<file path="config.mk">
export PLATFORM = sky130hd
export DESIGN_NAME = nec_ir_frame_transmitter_unit
export DESIGN_NICKNAME = d
export VERILOG_FILES = /design/src/design/necirtx_pkg.sv /design/src/design/nec_ir_frame_transmitter_unit.sv
export SDC_FILE = /design/constraint.sdc
export NUM_CORES = 1
export LEC_CHECK = 0
export ABC_AREA = 1
export BUFFER_PORTS_ARGS = -buffer_cell sky130_fd_sc_hd__buf_2
export CAP_MARGIN = 20
export CORE_MARGIN = 10
export CORE_UTILIZATION = 54
export DETAILED_ROUTE_END_ITERATION = 10
export GPL_TIMING_DRIVEN = 0
export MAX_ROUTING_LAYER = met4
export PLACE_DENSITY = 0.75
export SYNTH_ARGS = -nofsm -noshare
export SYNTH_HDL_FRONTEND = slang
export SYNTH_SLANG_ARGS = --single-unit
</file>
<file path="constraint.sdc">
create_clock -name clk_i -period 2.35 [get_ports clk_i]
set_input_delay 0.1175 -clock clk_i [delete_from_list [all_inputs] [get_ports clk_i]]
set_output_delay 0.1175 -clock clk_i [all_outputs]
set_load 0.02 [all_outputs]
</file>
<file path="src/design/necirtx_pkg.sv">
// ----------------------------------------------------------------------------
// NEC IR transmitter package
// Transaction types, register indexes and frame constants.
// ----------------------------------------------------------------------------
package necirtx_pkg;

  localparam int unsigned FrameBits   = 32;
  localparam int unsigned BitsLeftW   = $clog2(FrameBits + 1);
  localparam int unsigned UnitW       = 5;
  localparam int unsigned CfgIndexW   = 2;
  localparam int unsigned CfgDataW    = 8;

  localparam logic [CfgIndexW-1:0] RegDeviceAddress    = 2'd0;
  localparam logic [CfgIndexW-1:0] RegLeaderMarkUnits  = 2'd1;
  localparam logic [CfgIndexW-1:0] RegLeaderSpaceUnits = 2'd2;
  localparam logic [CfgIndexW-1:0] RegOneSpaceUnits    = 2'd3;

  localparam logic [7:0]       DeviceAddressReset    = 8'd0;
  localparam logic [UnitW-1:0] LeaderMarkReset       = 5'd16;
  localparam logic [UnitW-1:0] LeaderSpaceReset      = 5'd8;
  localparam logic [2:0]       OneSpaceReset         = 3'd3;
  localparam logic [UnitW-1:0] MarkDuration          = 5'd1;

  localparam logic KindTick    = 1'b0;
  localparam logic KindRequest = 1'b1;

  typedef struct packed {
    logic       kind;
    logic [7:0] command;
  } nec_in_t;

  typedef struct packed {
    logic carrier_on;
    logic busy_res;
    logic frame_done;
    logic request_dropped;
  } nec_out_t;

  function automatic logic [FrameBits-1:0] build_frame(input logic [7:0] addr,
                                                        input logic [7:0] cmd);
    logic [31:0] frame;
    frame = {~cmd, cmd, ~addr, addr};
    return FrameBits'(frame);
  endfunction

endpackage

</file>
<file path="src/design/nec_ir_frame_transmitter_unit.sv">
// ----------------------------------------------------------------------------
// NEC IR frame transmitter
// Builds the NEC frame on a send request while idle, drops one while busy,
// and reports the carrier envelope for each time-unit tick transaction.
// ----------------------------------------------------------------------------
// The result of an accepted transaction is valid in the following cycle.
// Throughput: one transaction per cycle while not stalled; the frame state
// and the result register are updated in the same cycle it is accepted.
// Reset: asynchronous, active low; clears the frame state to idle, loads the
// register defaults and clears the result valid flag.
module nec_ir_frame_transmitter_unit (
  input  logic                                  clk_i,
  input  logic                                  rst_ni,
  input  logic                                  cfg_we_i,
  input  logic [necirtx_pkg::CfgIndexW-1:0]     cfg_index_i,
  input  logic [necirtx_pkg::CfgDataW-1:0]      cfg_data_i,
  input  logic                                  in_valid_i,
  output logic                                  in_stall_o,
  input  necirtx_pkg::nec_in_t                  in_data_i,
  output logic                                  out_valid_o,
  input  logic                                  out_stall_i,
  output necirtx_pkg::nec_out_t                 out_data_o
);
  import necirtx_pkg::*;

  typedef enum logic [2:0] {
    PhIdle,
    PhLeadMark,
    PhLeadSpace,
    PhBitMark,
    PhBitSpace,
    PhStopMark
  } phase_e;

  logic [7:0]           dev_addr_q;
  logic [UnitW-1:0]     lead_mark_q;
  logic [UnitW-1:0]     lead_space_q;
  logic [2:0]           one_space_q;

  phase_e               phase_q, phase_d;
  logic [UnitW-1:0]     unit_q, unit_d;
  logic [FrameBits-1:0] shift_q, shift_d;
  logic [BitsLeftW-1:0] bits_q, bits_d;
  logic [BitsLeftW-1:0] bits_dec;

  logic                 out_valid_q;
  nec_out_t             out_q, res_d;
  logic                 accept;
  logic [UnitW-1:0]     len;
  logic [UnitW-1:0]     unit_inc;
  logic                 phase_end;

  assign in_stall_o  = out_valid_q & out_stall_i;
  assign accept      = in_valid_i & ~in_stall_o;
  assign out_valid_o = out_valid_q;
  assign out_data_o  = out_q;

  always_comb begin
    unique case (phase_q)
      PhLeadMark:  len = lead_mark_q;
      PhLeadSpace: len = lead_space_q;
      PhBitSpace:  len = shift_q[0] ? UnitW'(one_space_q) : MarkDuration;
      default:     len = MarkDuration;
    endcase
  end

  assign unit_inc  = unit_q + UnitW'(1);
  assign phase_end = (unit_inc >= len) || (unit_inc == '0);
  assign bits_dec  = (bits_q != '0) ? bits_q - BitsLeftW'(1) : bits_q;

  always_comb begin
    phase_d = phase_q;
    unit_d  = unit_q;
    shift_d = shift_q;
    bits_d  = bits_q;
    res_d   = '0;
    if (in_data_i.kind == KindRequest) begin
      res_d.busy_res = 1'b1;
      if (phase_q == PhIdle) begin
        shift_d = build_frame(dev_addr_q, in_data_i.command);
        bits_d  = BitsLeftW'(FrameBits);
        unit_d  = '0;
        phase_d = PhLeadMark;
      end else begin
        res_d.request_dropped = 1'b1;
      end
    end else if (phase_q != PhIdle) begin
      res_d.busy_res   = 1'b1;
      res_d.carrier_on = (phase_q == PhLeadMark) || (phase_q == PhBitMark) ||
                         (phase_q == PhStopMark);
      unit_d = unit_inc;
      if (phase_end) begin
        unit_d = '0;
        unique case (phase_q)
          PhLeadMark:  phase_d = PhLeadSpace;
          PhLeadSpace: phase_d = (bits_q == '0) ? PhStopMark : PhBitMark;
          PhBitMark:   phase_d = PhBitSpace;
          PhBitSpace: begin
            shift_d = shift_q >> 1;
            bits_d  = bits_dec;
            phase_d = (bits_dec == '0) ? PhStopMark : PhBitMark;
          end
          default: begin
            phase_d          = PhIdle;
            shift_d          = '0;
            bits_d           = '0;
            res_d.frame_done = 1'b1;
          end
        endcase
      end
    end
  end

  always_ff @(posedge clk_i or negedge rst_ni) begin
    if (!rst_ni) begin
      dev_addr_q   <= DeviceAddressReset;
      lead_mark_q  <= LeaderMarkReset;
      lead_space_q <= LeaderSpaceReset;
      one_space_q  <= OneSpaceReset;
    end else if (cfg_we_i) begin
      unique case (cfg_index_i)
        RegDeviceAddress:    dev_addr_q   <= cfg_data_i;
        RegLeaderMarkUnits:  lead_mark_q  <= cfg_data_i[UnitW-1:0];
        RegLeaderSpaceUnits: lead_space_q <= cfg_data_i[UnitW-1:0];
        RegOneSpaceUnits:    one_space_q  <= cfg_data_i[2:0];
        default:             dev_addr_q   <= dev_addr_q;
      endcase
    end
  end

  always_ff @(posedge clk_i or negedge rst_ni) begin
    if (!rst_ni) begin
      phase_q     <= PhIdle;
      unit_q      <= '0;
      shift_q     <= '0;
      bits_q      <= '0;
      out_valid_q <= 1'b0;
    end else begin
      if (accept) begin
        phase_q     <= phase_d;
        unit_q      <= unit_d;
        shift_q     <= shift_d;
        bits_q      <= bits_d;
        out_valid_q <= 1'b1;
      end else if (!out_stall_i) begin
        out_valid_q <= 1'b0;
      end
    end
  end

  always_ff @(posedge clk_i) begin
    if (accept) begin
      out_q <= res_d;
    end
  end

endmodule

</file>
# ---- After elaboration in Yosys (flattened, before gate mapping)
# Cells that the tools add are included.
# Widths: inputs -> output; s select.
dict set report op_classes {
  bitwise 7
  eq_ne 11
  shift 0
  n_mux 30
  n_addsub 2
  n_reduce_logical 23
  n_lt_le_gt_ge 1
  div 0
  mul 0
}
# operator count
set op_table {}
lappend op_table {{$mux 32} 4}
lappend op_table {{$pmux 32 s2} 1}
lappend op_table {{$mux 6} 5}
lappend op_table {{$mux 3} 7}
lappend op_table {{$mux 5} 4}
lappend op_table {{$not 8->8} 2}
lappend op_table {{$pmux 5 s3} 1}
lappend op_table {{$logic_not 6->1} 2}
lappend op_table {{$pmux 3 s4} 1}
lappend op_table {{$pmux 6 s2} 1}
lappend op_table {{$reduce_and 2->1} 4}
lappend op_table {{$eq 3x2->1 const B} 2}
lappend op_table {{$eq 3x3->1 const B} 2}
lappend op_table {{$ne 2x1->1 const B} 3}
lappend op_table {{$reduce_bool 6->1} 1}
lappend op_table {{$reduce_or 3->1} 2}
lappend op_table {{$sub 6x1->6 const B} 1}
lappend op_table {{$add 5x1->5 const B} 1}
lappend op_table {{$ge 5x5->1} 1}
lappend op_table {{$logic_not 5->1} 1}
lappend op_table {{$mux 1} 5}
lappend op_table {{$reduce_and 5->1} 1}
lappend op_table {{$eq 2x2->1 const B} 2}
lappend op_table {{$reduce_and 4->1} 1}
lappend op_table {{13 further kinds} 19}
dict set report totals {
  in_bits 24
  mem_bits_ro 0
  mem_bits_rw 0
  regBits 72
  mem_count 0
  elab_cells 87
  out_inout_bits 6
  latch_bits 0
}

# ---- Logic depth before layout (Yosys ltp)
dict set report logic_depth {
  depth_word 8
  depth_mapped 16
  depth_no_buf 15
}

# ---- Worst setup path after synthesis
# Ideal clock, no wire load.
dict set report synth_timing {
  path_type {reg-to-reg}
  startpoint {register phase_q[2]}
  endpoint {register bits_q[0]}
  arrival_time_ns 2.360
  setup_time_ns 0.124
  required_time_ns 2.226
  path_buffers 1
  path_stages_with_launch 14
  setup_slack_ns -0.134
  cell_sequence {dfrtp_1 nor3_1 a22o_1 inv_1 ha_1 a21oi_1 o21ai_0 nor2_1 nand3_4 nand2_4 inv_4 buf_6 nand2_1 o21ai_2}
}
dict set report synth_between {
  elab_chain_cells 6
  elab_cells_between_ends 19
  classes_between {order compare (1); eq/ne (6); mux (5); reduce/logical (7)}
}
# item line_no
set synth_rtl {}
lappend synth_rtl {{start, declared} nec_ir_frame_transmitter_unit.sv:40} ;# phase_e phase_q, phase_d;
lappend synth_rtl {{start signal, assigned} nec_ir_frame_transmitter_unit.sv:133} ;# phase_q <= PhIdle;
lappend synth_rtl {{start signal, assigned} nec_ir_frame_transmitter_unit.sv:140} ;# phase_q <= phase_d;
lappend synth_rtl {{$eq 3x3->1 (tied with other cells)} {nec_ir_frame_transmitter_unit.sv:59, nec_ir_frame_transmitter_unit.sv:94}}
lappend synth_rtl {{$pmux 5 s3 or $reduce_or 3->1 (tied branches)} --}
lappend synth_rtl {{$ge 5x5->1 or $pmux 6 s2 (tied branches)} {nec_ir_frame_transmitter_unit.sv:68, nec_ir_frame_transmitter_unit.sv:94}}
lappend synth_rtl {{$logic_or 1x1->1 or $mux 6 (tied branches)} {nec_ir_frame_transmitter_unit.sv:68, nec_ir_frame_transmitter_unit.sv:92}}
lappend synth_rtl {{$reduce_bool 2->1 (no source line) or $mux 6 (tied branches)} --}
lappend synth_rtl {{$reduce_and 5->1 (no source line) or $mux 6 (tied branches)} --}
lappend synth_rtl {{end signal, assigned} nec_ir_frame_transmitter_unit.sv:143} ;# bits_q <= bits_d;
lappend synth_rtl {{end, declared} nec_ir_frame_transmitter_unit.sv:43} ;# logic [BitsLeftW-1:0] bits_q, bits_d;
# Several ways; a longest one is shown, not always the timed one. The select of a mux whose other input is x is not followed.
# A chain may end at the register's enable or synchronous reset.

# ---- Worst setup path in the final report
dict set report layout_timing {
  startpoint {register phase_q[2]}
  endpoint {register bits_q[1]}
}
# The elaborated chain is that of the path after synthesis.

==> impl_metrics.sql <==
INSERT INTO impl_metrics (metric_group, metric, value, unit) VALUES
('die', 'die_w', '103.7', 'um'),
('sta', 'hold_viol_final', '0', ''),
('power_and_ir_drop', 'sequentialPowerShare', '35.2', '%'),
('synth', 'yosys.area.top_type_share', '42.29', '%'),
('setup_path', 'worst_ep_arrival_time', '2.67', 'ns'),
('synth', 'yosysSeqAreaShare', '48.23', '%'),
('setup_path', 'path_class', 'register to register', ''),
('synth', 'postSynthNetCount', '470', ''),
('clocking', 'clk-insertion-delay-late', '0.35', 'ns'),
('global_routing', 'grt_max_degree', '69', ''),
('synth', 'synth.yosys.warnings', '0', ''),
('worst_hold_path', 'min_path_type', 'primary input to register', ''),
('run_status', 'failed_checks', 'negative setup slack', ''),
('sta', 'rsz0062_at_grt', 'yes', ''),
('synth', 'syn_area', '3787', 'um2'),
('cells_and_area', 'n_fill_cell', '553', ''),
('global_routing', 'grt_pass1_wl', '15660', 'um'),
('synth', 'per_instance_average_area_after_synthesis', '8.707', 'um2'),
('sta', 'slew_headroom', '43.59', '%'),
('synth', 'yosys_register_bits', '72', ''),
('die', 'ios', '30', ''),
('setup_path', 'r2r_setup_slack', '-0.07', 'ns'),
('die', 'design.die.area', '10760', 'um2'),
('placement', 'port_buffers', '28', ''),
('die', 'initial_utilization', '55.75', '%'),
('sta', 'finalHoldWorstSlack', '0.00001726', 'ns'),
('global_routing', 'groute.usage.overall', '17.68', '%'),
('setup_path', 'worstPathRequired', '2.60', 'ns'),
('sta', 'period_share', '103.0', '%'),
('flow_run', 'maxCapViolations', '0', ''),
('route', 'initialDrtViolationCount', '262', ''),
('cells_and_area', 'final_nets', '537', ''),
('sta', 'setup-tns-final', '-1.616', 'ns'),
('run_status', 'run_status', 'complete, but fails checks', ''),
('synth', 'synth_edf_count', '4', ''),
('synth', 'synth_area_leader_cell', 'sky130_fd_sc_hd__dfrtp_1', ''),
('synth', 'synth_ff_type', 'sky130_fd_sc_hd__dfrtp_1', ''),
('sta', 'fin_ws', '-0.07081', 'ns'),
('die', 'die_height', '103.7', 'um'),
('setup_path', 'critical_path.max_fanout', '10', ''),
('cells_and_area', 'final_layout_size_suffix_gt1_share', '31.36', '%'),
('die', 'placeableCoreArea', '6794', 'um2'),
('setup_path', 'crit_path_start_kind', 'register', ''),
('clocking', 'clock_path_buffers', '2', ''),
('route', 'route.vias.total', '3343', ''),
('synth', 'post_synth_main_area_contributors', 'sky130_fd_sc_hd__dfrtp_1 (42%), sky130_fd_sc_hd__nand2_1 (9.7%), sky130_fd_sc_hd__inv_1 (5.0%), sky130_fd_sc_hd__o21ai_2 (4.6%), sky130_fd_sc_hd__o21ai_0 (4.0%)', ''),
('clocking', 'ctsHtreeMaxLevel', '3', ''),
('route', 'totalWireLength', '9358', 'um'),
('cells_and_area', 'layout.core_utilization', '68.99', '%'),
('power_and_ir_drop', 'internal_power', '0.003088', 'W'),
('sta', 'fmax', '0.4131', 'GHz'),
('power_and_ir_drop', 'vdd_drop_max', '0.5327', 'mV'),
('sta', 'pin_slew_with_the_least_headroom_to_its_limit', '0.8462', 'ns'),
('synth', 'ys_types', '36', ''),
('power_and_ir_drop', 'clock_power_share', '21.0', '%'),
('cells_and_area', 'syn_to_final_growth', '23.75', '%'),
('route', 'detail_route.first_pass.iterations', '5', ''),
('synth', 'synth_async_sr_flop_share', '94.44', '%'),
('route', 'viasPerCell', '5.544', ''),
('cells_and_area', 'diodes', '0', ''),
('global_routing', 'antenna_found_initial', '0', ''),
('power_and_ir_drop', 'power.static_leakage', '2.186', 'nW'),
('sta', 'setup_viol', '39', ''),
('route', 'detailed_route_drc_error_count', '0', ''),
('synth', 'synthesis.instances', '435', ''),
('power_and_ir_drop', 'swShare', '38.23', '%'),
('placement', 'place.detailed.hpwl', '6020', 'um'),
('route', 'antenna_left', '0', ''),
('clocking', 'clockRootBuffer', 'sky130_fd_sc_hd__clkbuf_8', ''),
('global_routing', 'first_global_vias', '3268', ''),
('placement', 'place_area', '4070', 'um2');
power groups by stage:
stage | Sequential (W) | Clock [W] | Combinational, W
after global routing | 0.00179 | 0.00112 | 0.00242
after floorplan | 0.00175 | 0 | 0.00122
after global placement | 0.00178 | 0 | 0.00152
after CTS | 0.00175 | 0.00106 | 0.00206
after detailed placement | 0.00179 | 0 | 0.00157
final | 0.00176 | 0.00105 | 0.00219
area by class of cell:
class	instances	area, um2	area share (%)
flip-flops and latches	72	1832	39.08
inverters	55	216.5	4.618
well taps	96	120.1	2.563
clock buffers	16	222.7	4.752
repair buffers	56	394.1	8.409
plain buffers	16	126.4	2.696
multi-input cells	292	1775	37.88
synthesized netlist by cell type, types with 3 or more instances:
library cell,n
sky130_fd_sc_hd__inv_2,4
sky130_fd_sc_hd__buf_6,4
sky130_fd_sc_hd__nand3_1,19
sky130_fd_sc_hd__a32oi_1,13
sky130_fd_sc_hd__dfstp_2,4
sky130_fd_sc_hd__o21ai_2,20
sky130_fd_sc_hd__o21ai_1,17
sky130_fd_sc_hd__nand4_1,9
sky130_fd_sc_hd__mux2_2,3
sky130_fd_sc_hd__nor2_1,22
sky130_fd_sc_hd__edfxtp_1,4
sky130_fd_sc_hd__dfrtp_1,64
sky130_fd_sc_hd__nand2_1,98
sky130_fd_sc_hd__nand2_2,12
sky130_fd_sc_hd__buf_4,4
sky130_fd_sc_hd__o21ai_0,30
sky130_fd_sc_hd__inv_1,50
sky130_fd_sc_hd__a21oi_1,9
sky130_fd_sc_hd__clkbuf_1,6
sky130_fd_sc_hd__nor3_1,3
sky130_fd_sc_hd__o22ai_1,13
sky130_fd_sc_hd__ha_1,11
sequential cells by signal, indices dropped and copies added (netlist names):
register	count
dev_addr_q	8
bits_q	6
one_space_q	3
phase_q	3
shift_q	32
out_data_o	4
lead_space_q	5
out_valid_o	1
unit_q	5
lead_mark_q	5
logic make-up (layout without fill, tap and decap cells):
family          count (synthesis)  after routing  synth area share (%)
xor+xnor                        1              1                0.4296
buf+inv                        71            143                 8.325
flops                          72             72                 48.23
compound gates                107            107                 18.30
fa+ha+maj                      11             11                 3.634
simple gates                  170            170                 20.18
mux                             3              3                0.8919
through the flow:
| step | setup WS (ns) | std cells |
|---|---|---|
| 3_3_place_gp | -0.3445 | 559 |
| 2_1_floorplan | 0.03048 | 435 |
| 6_report | -0.07081 | 603 |
| 5_1_grt | -0.2045 | 603 |
| 3_5_place_dp | -0.4289 | 559 |
| 4_1_cts | -0.04350 | 600 |
worst max-delay path, stage by stage (launching register included):
cell and delay (ns):
sky130_fd_sc_hd__dfrtp_2 0.45, sky130_fd_sc_hd__inv_4 0.09, sky130_fd_sc_hd__buf_12 0.10, sky130_fd_sc_hd__nor2_4 0.04
sky130_fd_sc_hd__inv_2 0.08, sky130_fd_sc_hd__nor2_2 0.05, sky130_fd_sc_hd__a221oi_2 0.21, sky130_fd_sc_hd__ha_1 0.31
sky130_fd_sc_hd__a21oi_2 0.17, sky130_fd_sc_hd__o21ai_2 0.07, sky130_fd_sc_hd__nor2_2 0.15, sky130_fd_sc_hd__nand3_4 0.15
sky130_fd_sc_hd__nand2_8 0.12, sky130_fd_sc_hd__inv_6 0.05, sky130_fd_sc_hd__buf_12 0.14, sky130_fd_sc_hd__nand2_1 0.07
sky130_fd_sc_hd__o21ai_2 0.05
layout by cell type (no fill, tap or decap), drive strengths merged:
cell           n
a21oi          9
a221oi         2
a22o           2
a32oi         13
buf           62
clkbuf        22
dfrtp         64
dfstp          4
dlygate4sd3    4
edfxtp         4
ha            11
inv           55
mux2           3
nand2        111
nand3         21
nand4          9
nor2          24
nor3           4
o21a           1
o21ai         67
o22ai         13
or2            1
xor2           1
repair_timing:
item	in CTS	in global routing
hold buffers	4	0
endpoints found under the hold margin	66	0
cloned	0	0
gates resized for setup	24	27
pin swaps	11	14
setup buffers	21	7
setup endpoints to repair	47	47
routing by layer:
metal	global-route usage, %	up-vias	wire length (um)
met5	-	-	0
met4	6.958	0	153
met3	3.841	24	486
met2	27.52	110	4452
met1	21.99	1609	4267
li1	-	1600	-
final timing paths:
check                              start            end  cells past startpoint
max                           phase_q[2]      bits_q[1]                     16
min in group asynchronous         rst_ni    shift_q[14]                      2
min reg2reg                   shift_q[9]     shift_q[9]                      2
max reg2reg                   phase_q[2]      bits_q[1]                     16
min                        cfg_data_i[7]  dev_addr_q[7]                      2
max in group asynchronous         rst_ni      unit_q[0]                      2
Power figures use the tool's default switching activity.
